$ cat src/rtl/core/vse_pkg.sv
// Shared types and constants for the vector similarity engine.
// Holds the result mode codes, datapath widths and the shift-subtract unit structs.
// No dependencies.
package vse_pkg;

    localparam int ELEM_W     = 16;
    localparam int DIFF_W     = ELEM_W + 1;
    localparam int ACC_W      = 48;
    localparam int RES_W      = 32;
    localparam int OPND_W     = 32;
    localparam int PROD_W     = 2 * OPND_W;
    localparam int SD_W       = 64;
    localparam int QUOT_W     = 34;
    localparam int ROOT_W     = 31;
    localparam int CNT_W      = 6;
    localparam int SQRT_STEPS = 31;
    localparam int DIV_STEPS  = 34;

    localparam logic signed [ACC_W-1:0] ACC_MAX = {1'b0, {(ACC_W-1){1'b1}}};
    localparam logic signed [ACC_W-1:0] ACC_MIN = {1'b1, {(ACC_W-1){1'b0}}};
    localparam logic signed [RES_W-1:0] RES_MAX = {1'b0, {(RES_W-1){1'b1}}};
    localparam logic signed [RES_W-1:0] RES_MIN = {1'b1, {(RES_W-1){1'b0}}};

    typedef enum logic [1:0] {
        MODE_DOT  = 2'd0,
        MODE_DIST = 2'd1,
        MODE_COS  = 2'd2,
        MODE_NORM = 2'd3
    } vse_mode_t;

    // Command to the shift-subtract unit: square root or long division.
    typedef struct packed {
        logic            start;
        logic            is_div;
        logic [SD_W-1:0] src;
        logic [SD_W-1:0] rem_init;
        logic [SD_W-1:0] divisor;
    } vse_sd_cmd_t;

    typedef struct packed {
        logic              busy;
        logic              done;
        logic [QUOT_W-1:0] quot;
        logic [SD_W-1:0]   rem;
    } vse_sd_res_t;

endpackage

$ cat src/rtl/core/vse_mult.sv
// Shared signed multiplier with a registered product.
// Depends on vse_pkg for operand and product widths.
module vse_mult
(
    input  logic                                clk,
    input  logic signed [vse_pkg::OPND_W-1:0]   op_a,
    input  logic signed [vse_pkg::OPND_W-1:0]   op_b,
    output logic signed [vse_pkg::PROD_W-1:0]   prod
);

    logic signed [vse_pkg::PROD_W-1:0] prod_reg;

    always_ff @(posedge clk)
    begin
        prod_reg <= op_a * op_b;
    end

    assign prod = prod_reg;

endmodule

$ cat src/rtl/core/vse_sqdiv.sv
// Iterative shift-subtract unit: restoring square root (two bits a step)
// or restoring long division (one bit a step). Depends on vse_pkg.
module vse_sqdiv
(
    input  logic                 clk,
    input  logic                 rst_n,
    input  vse_pkg::vse_sd_cmd_t cmd,
    output vse_pkg::vse_sd_res_t res
);

    logic                          busy_reg, busy_next;
    logic                          done_reg, done_next;
    logic                          is_div_reg, is_div_next;
    logic [vse_pkg::CNT_W-1:0]     cnt_reg, cnt_next;
    logic [vse_pkg::SD_W-1:0]      src_reg, src_next;
    logic [vse_pkg::SD_W-1:0]      rem_reg, rem_next;
    logic [vse_pkg::SD_W-1:0]      div_reg, div_next;
    logic [vse_pkg::QUOT_W-1:0]    qr_reg, qr_next;

    logic [vse_pkg::SD_W-1:0]      shifted;
    logic [vse_pkg::SD_W-1:0]      trial;
    logic [vse_pkg::SD_W:0]        diff;
    logic                          fits;

    // The trial subtrahend is the divisor, or 4*root+1 for the square root.
    always_comb
    begin
        if (is_div_reg)
        begin
            shifted = {rem_reg[vse_pkg::SD_W-2:0], src_reg[vse_pkg::SD_W-1]};
            trial   = div_reg;
        end
        else
        begin
            shifted = {rem_reg[vse_pkg::SD_W-3:0], src_reg[vse_pkg::SD_W-1 -: 2]};
            trial   = {{(vse_pkg::SD_W-vse_pkg::QUOT_W-2){1'b0}}, qr_reg, 2'b01};
        end
        diff = {1'b0, shifted} - {1'b0, trial};
        fits = !diff[vse_pkg::SD_W];
    end

    always_comb
    begin
        busy_next   = busy_reg;
        done_next   = 1'b0;
        is_div_next = is_div_reg;
        cnt_next    = cnt_reg;
        src_next    = src_reg;
        rem_next    = rem_reg;
        div_next    = div_reg;
        qr_next     = qr_reg;
        if (cmd.start)
        begin
            busy_next   = 1'b1;
            is_div_next = cmd.is_div;
            cnt_next    = cmd.is_div ? vse_pkg::CNT_W'(vse_pkg::DIV_STEPS)
                                     : vse_pkg::CNT_W'(vse_pkg::SQRT_STEPS);
            src_next    = cmd.src;
            rem_next    = cmd.rem_init;
            div_next    = cmd.divisor;
            qr_next     = '0;
        end
        else if (busy_reg)
        begin
            rem_next = fits ? diff[vse_pkg::SD_W-1:0] : shifted;
            qr_next  = {qr_reg[vse_pkg::QUOT_W-2:0], fits};
            src_next = is_div_reg ? {src_reg[vse_pkg::SD_W-2:0], 1'b0}
                                  : {src_reg[vse_pkg::SD_W-3:0], 2'b00};
            cnt_next = cnt_reg - vse_pkg::CNT_W'(1);
            if (cnt_reg == vse_pkg::CNT_W'(1))
            begin
                busy_next = 1'b0;
                done_next = 1'b1;
            end
        end
    end

    always_ff @(posedge clk or negedge rst_n)
    begin
        if (!rst_n)
        begin
            busy_reg <= 1'b0;
            done_reg <= 1'b0;
            cnt_reg  <= '0;
        end
        else
        begin
            busy_reg <= busy_next;
            done_reg <= done_next;
            cnt_reg  <= cnt_next;
        end
    end

    always_ff @(posedge clk)
    begin
        is_div_reg <= is_div_next;
        src_reg    <= src_next;
        rem_reg    <= rem_next;
        div_reg    <= div_next;
        qr_reg     <= qr_next;
    end

    assign res.busy = busy_reg;
    assign res.done = done_reg;
    assign res.quot = qr_reg;
    assign res.rem  = rem_reg;

endmodule

$ cat src/rtl/core/vector_similarity_engine_unit.sv
// Top level of the vector similarity engine: sequencer, accumulators, result formatting.
// Depends on vse_pkg, vse_mult (shared multiplier) and vse_sqdiv (shift-subtract unit).
//
// Usage:
// Element pairs (elem_a, elem_b, signed Q3.12) enter on the input channel, one pair per
// item, with last_elem set on the final pair of the vectors. The block keeps running
// sums of a*b, a*a, b*b and (a-b)^2, each saturating at 48 bits. The final pair is
// accumulated too, and then one result item leaves on the output channel: result_value
// in signed Q15.16, chosen by result_mode (dot product, Euclidean distance, cosine
// similarity, norm of the first vector), with saturated and zero_norm flags. The sums
// are cleared once the result item is placed in the output register.
// result_mode is written through the cfg channel, which is always ready.
// The four products of a pair go through one multiplier, so in_ready stays low after a
// pair is accepted until all four are accumulated; a new pair is not taken before the
// last one is through. Distance and norm take a 31-step square root in the shift-subtract
// unit; cosine with nonzero norms takes two square roots, one product and a 34-step
// division. in_ready is low while a pair or a finish run is in progress.
// The result waits in an output register; the next vector's pairs are accepted while
// it waits. If a new result is ready before the old one was taken, the sequencer
// holds it until out_ready frees the register.
// Reset clears the sums, the mode (dot product) and the output valid.
module vector_similarity_engine_unit
(
    input  logic                                clk,
    input  logic                                rst_n,
    input  logic                                cfg_valid,
    output logic                                cfg_ready,
    input  logic [1:0]                          cfg_data,
    input  logic                                in_valid,
    output logic                                in_ready,
    input  logic signed [vse_pkg::ELEM_W-1:0]   elem_a,
    input  logic signed [vse_pkg::ELEM_W-1:0]   elem_b,
    input  logic                                last_elem,
    output logic                                out_valid,
    input  logic                                out_ready,
    output logic signed [vse_pkg::RES_W-1:0]    result_value,
    output logic                                saturated,
    output logic                                zero_norm
);

    typedef enum logic [8:0] {
        S_IDLE      = 9'b000000001,
        S_MAC       = 9'b000000010,
        S_FIN       = 9'b000000100,
        S_ROOT      = 9'b000001000,
        S_ROOT_WAIT = 9'b000010000,
        S_PROD      = 9'b000100000,
        S_DIV       = 9'b001000000,
        S_DIV_WAIT  = 9'b010000000,
        S_OUT       = 9'b100000000
    } state_t;

    localparam int SUM_W = vse_pkg::ACC_W + 2;
    localparam int DOT_W = vse_pkg::ACC_W + 1;

    state_t                               state_reg, state_next;
    logic [2:0]                           step_reg, step_next;
    logic signed [vse_pkg::ELEM_W-1:0]    a_reg, a_next;
    logic signed [vse_pkg::ELEM_W-1:0]    b_reg, b_next;
    logic                                 last_reg, last_next;
    vse_pkg::vse_mode_t                   mode_reg;
    logic signed [vse_pkg::ACC_W-1:0]     sum_prod_reg, sum_prod_next;
    logic signed [vse_pkg::ACC_W-1:0]     sum_sqa_reg, sum_sqa_next;
    logic signed [vse_pkg::ACC_W-1:0]     sum_sqb_reg, sum_sqb_next;
    logic signed [vse_pkg::ACC_W-1:0]     sum_sqd_reg, sum_sqd_next;
    logic                                 pass_reg, pass_next;
    logic [vse_pkg::ROOT_W-1:0]           na_reg, na_next;
    logic signed [vse_pkg::RES_W-1:0]     res_val_reg, res_val_next;
    logic                                 res_sat_reg, res_sat_next;
    logic                                 res_zero_reg, res_zero_next;
    logic                                 out_valid_reg, out_valid_next;
    logic signed [vse_pkg::RES_W-1:0]     result_value_reg, result_value_next;
    logic                                 saturated_reg, saturated_next;
    logic                                 zero_norm_reg, zero_norm_next;

    logic signed [vse_pkg::DIFF_W-1:0]    diff_ab;
    logic signed [vse_pkg::OPND_W-1:0]    mul_a, mul_b;
    logic signed [vse_pkg::PROD_W-1:0]    prod;
    vse_pkg::vse_sd_cmd_t                 sd_cmd;
    vse_pkg::vse_sd_res_t                 sd_res;

    logic signed [vse_pkg::ACC_W-1:0]     acc_in;
    logic signed [SUM_W-1:0]              acc_wide;
    logic signed [vse_pkg::ACC_W-1:0]     acc_sat;
    logic signed [DOT_W-1:0]              dot_wide;
    logic signed [DOT_W-9:0]              dot_q16;
    logic [61:0]                          root_v;
    logic [vse_pkg::ROOT_W-1:0]           root;
    logic [vse_pkg::ACC_W-1:0]            mag;
    logic                                 quot_big;
    logic [vse_pkg::QUOT_W:0]             q_plus;
    logic [vse_pkg::QUOT_W-1:0]           q_rnd;
    logic                                 out_load;

    vse_mult u_mult
    (
        .clk  (clk),
        .op_a (mul_a),
        .op_b (mul_b),
        .prod (prod)
    );

    vse_sqdiv u_sqdiv
    (
        .clk   (clk),
        .rst_n (rst_n),
        .cmd   (sd_cmd),
        .res   (sd_res)
    );

    assign cfg_ready = 1'b1;
    assign in_ready  = (state_reg == S_IDLE);
    assign diff_ab   = {a_reg[vse_pkg::ELEM_W-1], a_reg} - {b_reg[vse_pkg::ELEM_W-1], b_reg};
    assign root      = sd_res.quot[vse_pkg::ROOT_W-1:0];
    assign out_load  = (state_reg == S_OUT) && (!out_valid_reg || out_ready);

    // Multiplier operands: the four element products, then the norm product for cosine.
    always_comb
    begin
        mul_a = '0;
        mul_b = '0;
        if (state_reg == S_MAC)
        begin
            case (step_reg)
                3'd0:
                begin
                    mul_a = vse_pkg::OPND_W'(a_reg);
                    mul_b = vse_pkg::OPND_W'(b_reg);
                end
                3'd1:
                begin
                    mul_a = vse_pkg::OPND_W'(a_reg);
                    mul_b = vse_pkg::OPND_W'(a_reg);
                end
                3'd2:
                begin
                    mul_a = vse_pkg::OPND_W'(b_reg);
                    mul_b = vse_pkg::OPND_W'(b_reg);
                end
                3'd3:
                begin
                    mul_a = vse_pkg::OPND_W'(diff_ab);
                    mul_b = vse_pkg::OPND_W'(diff_ab);
                end
                default:
                begin
                    mul_a = '0;
                    mul_b = '0;
                end
            endcase
        end
        else if (state_reg == S_PROD)
        begin
            mul_a = {1'b0, na_reg};
            mul_b = {1'b0, root};
        end
    end

    // One saturating adder serves all four sums; the product of the
    // previous step lands in the sum it belongs to.
    always_comb
    begin
        case (step_reg)
            3'd1:    acc_in = sum_prod_reg;
            3'd2:    acc_in = sum_sqa_reg;
            3'd3:    acc_in = sum_sqb_reg;
            default: acc_in = sum_sqd_reg;
        endcase
        acc_wide = SUM_W'(acc_in) + prod[SUM_W-1:0];
        if (acc_wide[SUM_W-1 -: 3] == 3'b000 || acc_wide[SUM_W-1 -: 3] == 3'b111)
        begin
            acc_sat = acc_wide[vse_pkg::ACC_W-1:0];
        end
        else if (acc_wide[SUM_W-1])
        begin
            acc_sat = vse_pkg::ACC_MIN;
        end
        else
        begin
            acc_sat = vse_pkg::ACC_MAX;
        end
    end

    // Dot product: Q24 to Q16 with rounding half up.
    assign dot_wide = DOT_W'(sum_prod_reg) + DOT_W'(128);
    assign dot_q16  = dot_wide[DOT_W-1:8];

    // Square root operand: sums shifted up to a Q32 radicand for the norms,
    // by 14 for the cosine denominators.
    always_comb
    begin
        if (mode_reg == vse_pkg::MODE_COS)
        begin
            root_v = pass_reg ? {1'b0, sum_sqb_reg[vse_pkg::ACC_W-2:0], 14'b0}
                              : {1'b0, sum_sqa_reg[vse_pkg::ACC_W-2:0], 14'b0};
        end
        else if (mode_reg == vse_pkg::MODE_DIST)
        begin
            root_v = {7'b0, sum_sqd_reg[vse_pkg::ACC_W-2:0], 8'b0};
        end
        else
        begin
            root_v = {7'b0, sum_sqa_reg[vse_pkg::ACC_W-2:0], 8'b0};
        end
    end

    // Cosine: the magnitude of the dot product over the norm product. The quotient
    // overflows whenever the magnitude reaches eight times the denominator.
    assign mag      = sum_prod_reg[vse_pkg::ACC_W-1] ? (~sum_prod_reg + 1'b1) : sum_prod_reg;
    assign quot_big = {16'b0, mag} >= {prod[60:0], 3'b000};
    assign q_plus   = {1'b0, sd_res.quot} + (vse_pkg::QUOT_W+1)'(1);
    assign q_rnd    = q_plus[vse_pkg::QUOT_W:1];

    always_comb
    begin
        state_next        = state_reg;
        step_next         = step_reg;
        a_next            = a_reg;
        b_next            = b_reg;
        last_next         = last_reg;
        sum_prod_next     = sum_prod_reg;
        sum_sqa_next      = sum_sqa_reg;
        sum_sqb_next      = sum_sqb_reg;
        sum_sqd_next      = sum_sqd_reg;
        pass_next         = pass_reg;
        na_next           = na_reg;
        res_val_next      = res_val_reg;
        res_sat_next      = res_sat_reg;
        res_zero_next     = res_zero_reg;
        out_valid_next    = out_valid_reg && !out_ready;
        result_value_next = result_value_reg;
        saturated_next    = saturated_reg;
        zero_norm_next    = zero_norm_reg;
        sd_cmd            = '0;

        case (state_reg)
            S_IDLE:
            begin
                if (in_valid)
                begin
                    a_next     = elem_a;
                    b_next     = elem_b;
                    last_next  = last_elem;
                    step_next  = '0;
                    state_next = S_MAC;
                end
            end

            S_MAC:
            begin
                case (step_reg)
                    3'd1:    sum_prod_next = acc_sat;
                    3'd2:    sum_sqa_next  = acc_sat;
                    3'd3:    sum_sqb_next  = acc_sat;
                    3'd4:    sum_sqd_next  = acc_sat;
                    default: sum_prod_next = sum_prod_reg;
                endcase
                step_next = step_reg + 3'd1;
                if (step_reg == 3'd4)
                begin
                    state_next = last_reg ? S_FIN : S_IDLE;
                end
            end

            S_FIN:
            begin
                res_sat_next  = 1'b0;
                res_zero_next = 1'b0;
                pass_next     = 1'b0;
                case (mode_reg)
                    vse_pkg::MODE_DOT:
                    begin
                        if (!dot_q16[DOT_W-9] && dot_q16[DOT_W-10:31] != '0)
                        begin
                            res_val_next = vse_pkg::RES_MAX;
                            res_sat_next = 1'b1;
                        end
                        else if (dot_q16[DOT_W-9] && dot_q16[DOT_W-10:31] != '1)
                        begin
                            res_val_next = vse_pkg::RES_MIN;
                            res_sat_next = 1'b1;
                        end
                        else
                        begin
                            res_val_next = dot_q16[vse_pkg::RES_W-1:0];
                        end
                        state_next = S_OUT;
                    end
                    vse_pkg::MODE_COS:
                    begin
                        if (sum_sqa_reg == '0 || sum_sqb_reg == '0)
                        begin
                            res_val_next  = '0;
                            res_zero_next = 1'b1;
                            state_next    = S_OUT;
                        end
                        else
                        begin
                            state_next = S_ROOT;
                        end
                    end
                    default:
                    begin
                        state_next = S_ROOT;
                    end
                endcase
            end

            S_ROOT:
            begin
                sd_cmd.start    = 1'b1;
                sd_cmd.is_div   = 1'b0;
                sd_cmd.src      = {root_v, 2'b00};
                sd_cmd.rem_init = '0;
                sd_cmd.divisor  = '0;
                state_next      = S_ROOT_WAIT;
            end

            S_ROOT_WAIT:
            begin
                if (sd_res.done)
                begin
                    if (mode_reg == vse_pkg::MODE_COS)
                    begin
                        if (!pass_reg)
                        begin
                            na_next    = root;
                            pass_next  = 1'b1;
                            state_next = S_ROOT;
                        end
                        else
                        begin
                            state_next = S_PROD;
                        end
                    end
                    else
                    begin
                        // Round to nearest: bump when the remainder exceeds the root.
                        if (sd_res.rem > vse_pkg::SD_W'(root))
                        begin
                            res_val_next = {1'b0, root} + vse_pkg::RES_W'(1);
                        end
                        else
                        begin
                            res_val_next = {1'b0, root};
                        end
                        state_next = S_OUT;
                    end
                end
            end

            S_PROD:
            begin
                state_next = S_DIV;
            end

            S_DIV:
            begin
                if (quot_big)
                begin
                    res_val_next = sum_prod_reg[vse_pkg::ACC_W-1] ? vse_pkg::RES_MIN
                                                                 : vse_pkg::RES_MAX;
                    res_sat_next = 1'b1;
                    state_next   = S_OUT;
                end
                else
                begin
                    sd_cmd.start    = 1'b1;
                    sd_cmd.is_div   = 1'b1;
                    sd_cmd.src      = {mag[2:0], {(vse_pkg::SD_W-3){1'b0}}};
                    sd_cmd.rem_init = vse_pkg::SD_W'(mag[vse_pkg::ACC_W-1:3]);
                    sd_cmd.divisor  = prod;
                    state_next      = S_DIV_WAIT;
                end
            end

            S_DIV_WAIT:
            begin
                if (sd_res.done)
                begin
                    if (!sum_prod_reg[vse_pkg::ACC_W-1])
                    begin
                        if (q_rnd[vse_pkg::QUOT_W-1:31] != '0)
                        begin
                            res_val_next = vse_pkg::RES_MAX;
                            res_sat_next = 1'b1;
                        end
                        else
                        begin
                            res_val_next = q_rnd[vse_pkg::RES_W-1:0];
                        end
                    end
                    else
                    begin
                        if (q_rnd > vse_pkg::QUOT_W'(34'h0_8000_0000))
                        begin
                            res_val_next = vse_pkg::RES_MIN;
                            res_sat_next = 1'b1;
                        end
                        else
                        begin
                            res_val_next = ~q_rnd[vse_pkg::RES_W-1:0] + vse_pkg::RES_W'(1);
                        end
                    end
                    state_next = S_OUT;
                end
            end

            S_OUT:
            begin
                if (out_load)
                begin
                    out_valid_next    = 1'b1;
                    result_value_next = res_val_reg;
                    saturated_next    = res_sat_reg;
                    zero_norm_next    = res_zero_reg;
                    sum_prod_next     = '0;
                    sum_sqa_next      = '0;
                    sum_sqb_next      = '0;
                    sum_sqd_next      = '0;
                    state_next        = S_IDLE;
                end
            end

            default:
            begin
                state_next = S_IDLE;
            end
        endcase
    end

    always_ff @(posedge clk or negedge rst_n)
    begin
        if (!rst_n)
        begin
            state_reg     <= S_IDLE;
            step_reg      <= '0;
            mode_reg      <= vse_pkg::MODE_DOT;
            sum_prod_reg  <= '0;
            sum_sqa_reg   <= '0;
            sum_sqb_reg   <= '0;
            sum_sqd_reg   <= '0;
            pass_reg      <= 1'b0;
            out_valid_reg <= 1'b0;
        end
        else
        begin
            state_reg     <= state_next;
            step_reg      <= step_next;
            sum_prod_reg  <= sum_prod_next;
            sum_sqa_reg   <= sum_sqa_next;
            sum_sqb_reg   <= sum_sqb_next;
            sum_sqd_reg   <= sum_sqd_next;
            pass_reg      <= pass_next;
            out_valid_reg <= out_valid_next;
            if (cfg_valid && cfg_ready)
            begin
                mode_reg <= vse_pkg::vse_mode_t'(cfg_data);
            end
        end
    end

    always_ff @(posedge clk)
    begin
        a_reg            <= a_next;
        b_reg            <= b_next;
        last_reg         <= last_next;
        na_reg           <= na_next;
        res_val_reg      <= res_val_next;
        res_sat_reg      <= res_sat_next;
        res_zero_reg     <= res_zero_next;
        result_value_reg <= result_value_next;
        saturated_reg    <= saturated_next;
        zero_norm_reg    <= zero_norm_next;
    end

    assign out_valid    = out_valid_reg;
    assign result_value = result_value_reg;
    assign saturated    = saturated_reg;
    assign zero_norm    = zero_norm_reg;

    // The shift-subtract unit is never left running while a new pair can come in.
    assert property (@(posedge clk) disable iff (!rst_n)
        in_ready |-> !sd_res.busy)
        else $error("shift-subtract unit busy while accepting pairs");

    // A zero-norm cosine result is exactly zero and never flagged as clipped.
    assert property (@(posedge clk) disable iff (!rst_n)
        (out_valid && zero_norm) |-> (!saturated && result_value == '0))
        else $error("zero-norm result carries a value or a saturation flag");

    // Handing a result to the output register starts the next vector from empty sums.
    assert property (@(posedge clk) disable iff (!rst_n)
        out_load |=> (sum_prod_reg == '0 && sum_sqa_reg == '0 &&
                      sum_sqb_reg == '0 && sum_sqd_reg == '0))
        else $error("sums not cleared after a result");

endmodule
$ cat config.mk
export PLATFORM = sky130hd
export DESIGN_NAME = vector_similarity_engine_unit
export DESIGN_NICKNAME = d
export VERILOG_FILES = /design/src/rtl/core/vse_pkg.sv /design/src/rtl/core/vse_mult.sv /design/src/rtl/core/vse_sqdiv.sv /design/src/rtl/core/vector_similarity_engine_unit.sv
export SDC_FILE = /design/constraint.sdc
export NUM_CORES = 2
export LEC_CHECK = 0
export BUFFER_PORTS_ARGS = -buffer_cell sky130_fd_sc_hd__buf_4
export CAP_MARGIN = 20
export CORE_AREA = 2 2 327 409
export CTS_CLUSTER_DIAMETER = 100
export CTS_CLUSTER_SIZE = 14
export DETAILED_ROUTE_END_ITERATION = 8
export DIE_AREA = 0 0 329 411
export MAX_ROUTING_LAYER = met4
export PLACE_DENSITY = 0.9
export SLEW_MARGIN = 25
export SYNTH_ARGS = -nofsm -noshare
export SYNTH_HDL_FRONTEND = slang
export SYNTH_SLANG_ARGS = --single-unit
$ cat constraint.sdc
create_clock -name clk -period 10.7 [get_ports clk]
set_input_delay 1.07 -clock clk [delete_from_list [all_inputs] [get_ports clk]]
set_output_delay 1.07 -clock clk [all_outputs]
set_load 0.02 [all_outputs]
==> impl_metrics.yaml <==
power:
  p_total_mw: 14.54
  power_density_nw_per_um2: 166.8
  ir_drop_uv: 177.6
  power_leakage_nw: 39.25
setup_path:
  slowest_stage: "fa_1"
  crit_required_ns: 11.24
  r2r-start: "a_reg[0]"
  crit_path_end_kind: "register"
  crit_family: "adder cells"
  cpPeakStageDelay_ns: 0.56
  start_kind: "register"
  critPathBufInv: 13
  reg2reg_depth: 46
  crit_top_cell: "fa_1"
  criticalPathCategory: "register to register"
  crit_arrival_ns: 11.17
  path_max_fanout: 8
  r2r_end: "u_mult.prod[59]"
  ff2ff_setup_slack_ns: 0.08
detailed_routing:
  drt-initial-drc-count: 8872
  drc: 15
  routed.top_layer: "met4"
  wl_um: 305900
  drt_pass1_iterations: 9
  m1WireLength_um: 103500
  drtAntennaViolNets: 0
  avgViaCountPerCell: 6.473
  vias: 69450
  routedWlPerCell_um: 28.51
  wl_met3_um: 33170
  wl_met2_um: 135100
global_routing:
  grt_usage_pct: 46.67
  grt_pass1_vias: 70940
  antenna_found_initial: 7
  grt_max_degree: 120
  grt.overflow.total: 0
  grt_pass1_wl_um: 451600
floorplanning:
  die_h_um: 411
  fp.dieArea_sq_um: 135200
  num_rows: 149
  core_area_sq_um: 131400
  ioPinCount: 77
  die-width_um: 329
  start_util_pct: 59.54
clock_network:
  cts_buffers: 52
  cts_buffer_depth: 3
  holdBufCountCts: 0
  clkLatencyLatePin_ns: 0.72
  clkTransAtPathRegs_ns: 0.08
  cts.sinks: 629
  cts_root_buf: "clkbuf_16"
  cts_tree: "done"
  h-tree-depth: 2
logic_synthesis:
  synthFlopType: "edfxtp_1"
  synthXorXnorAreaFrac_pct: 3.817
  postSynthCellCount: 8714
  yosysSeqAreaShare_pct: 21.50
  synth_top_area_share_pct: 27.76
  synth-simple-area-share_pct: 14.14
  ys_warn_count: 0
  syn-cell-area_sq_um: 78250
  synthAdderAreaFrac_pct: 34.17
  synthArstFlopShare_pct: 34.34
  syn_avg_cell_area_sq_um: 8.980
  synth.net_count: 10240
  synth.distinct_cells: 98
  synth-seq-cells: 629
  synth_top_area_cell: "fa_1"
  synth_edf_count: 315
  synth_mux_area_share_pct: 4.372
  synth_top_family_by_area: "adder cells"
  synth_area_leaders: "fa_1 28%, edfxtp_1 12%, dfrtp_1 6.9%"
  synth_compound_area_share_pct: 13.00
timing:
  fin_crit_ns: 10.62
  fin_hold_ws_ns: 0.4202
  hold_violations: 0
  slew_headroom_pct: 11.69
  worst_slew_pin_slew_ns: 1.315
  setup_viol: 0
  worst_slack_ns: 0.07577
  fmax_mhz: 94.12
  fin_skew_ns: 0.06798
  report.final.slew_viol_count: 0
  rsz0062_at_grt: "true"
  finalCritPeriodShare_pct: 99.29
worst_hold_path:
  holdPathStages: 0
  hold_start: "res_val_reg[27]"
  min_to: "result_value[27]"
  hold_path_class: "register to register"
finish:
  final_common_cell: "inv_1"
  nets: 10470
  drive_gt1_share_pct: 12.05
  final_util_pct: 66.31
  fin_area_sq_um: 87160
  final_cell_mix: "1307 x inv_1, 1092 x nand2_1, 1065 x fa_1"
  syn2layout_area_growth_pct: 11.39
placement:
  hpwl_um: 239200
  io_buffers: 75
  place_area_sq_um: 84550
  pre_cts_ws_ns: -0.4693
  gp_congestion: 1.127
job:
  maxCapViolations: 0
status:
  status: "finished with violations"
  violations: "DRC"
-- layer usage --
metal  vias to the layer above  track usage, %
met1                     34040           53.51
met4                         0           39.10
met5                         -               -
li1                      29010               -
met2                      4851           69.53
met3                      1552           10.67
-- kinds of logic (layout without fill, tap and decap cells) --
kind of cell / after synthesis / in the layout
compound gates: 1531 / 1531
other cells: 1 / 10
simple gates: 2540 / 2540
fa+ha+maj: 1486 / 1486
xor+xnor: 341 / 341
mux: 328 / 328
flops: 629 / 629
buf+inv: 1858 / 2128
-- synthesized netlist by cell type, drive strengths merged (61+ instances only) --
master and number:
o211ai 112, inv 1330, mux2i 218, ha 401, dfxtp 98, o31ai 99, a21o 157, clkbuf 437
edfxtp 315, nand2 1102, xor2 89, xnor2 252, nor2 790, nand2b 61, a21oi 330, dfrtp 215
nand4 66, nor4 71, o21ai 403, mux2 110, fa 1085, nand3 113, buf 89, nor3 83
-- report_power, final --
part           internal (mW)  leakage [nW]  switching, mW
Clock                  0.932         0.735           1.02
Combinational           3.09          32.2           5.66
Sequential              3.05          6.32          0.792
-- metrics by stage --
stage / std cells / TNS, ns
final: 10730 / 0
after global routing: 10730 / -1.472
after floorplan: 8714 / 0
after detailed placement: 10590 / -4.060
after CTS: 10690 / -0.004746
after global placement: 10590 / -2.039
-- worst max-delay path by stage --
stage / from / to / slack, ns / cells after the start
finish: a_reg[0] / u_mult.prod[59] / 0.08 / 46
global route: a_reg[0] / u_mult.prod[61] / -0.24 / 44
CTS: a_reg[0] / u_mult.prod[56] / -0.005 / 42
detailed placement: a_reg[0] / u_mult.prod[56] / -0.47 / 44
global placement: a_reg[0] / u_mult.prod[56] / -0.39 / 41
floorplan: b_reg[0] / u_mult.prod[56] / 0.01 / 41
-- cell type report --
class                           instances  area, sq um
Clock buffer                           91         1448
Clock inverter                          6        106.4
Tap cell                             1736         2172
Timing Repair Buffer                  699         6250
Inverter                             1332         5017
Antenna cell                            9        22.52
Sequential cell                       629        16840
Fill cell                           10540        44270
Multi-Input combinational cell       6227        55310
-- what timing repair did --
action,in CTS,in global routing
endpoints found under the hold margin,0,0
gates resized for setup,33,145
pin swaps,11,84
setup buffers,5,31
endpoints found under the setup margin,20,29
No activity file was read; power rests on OpenSTA's default activity.
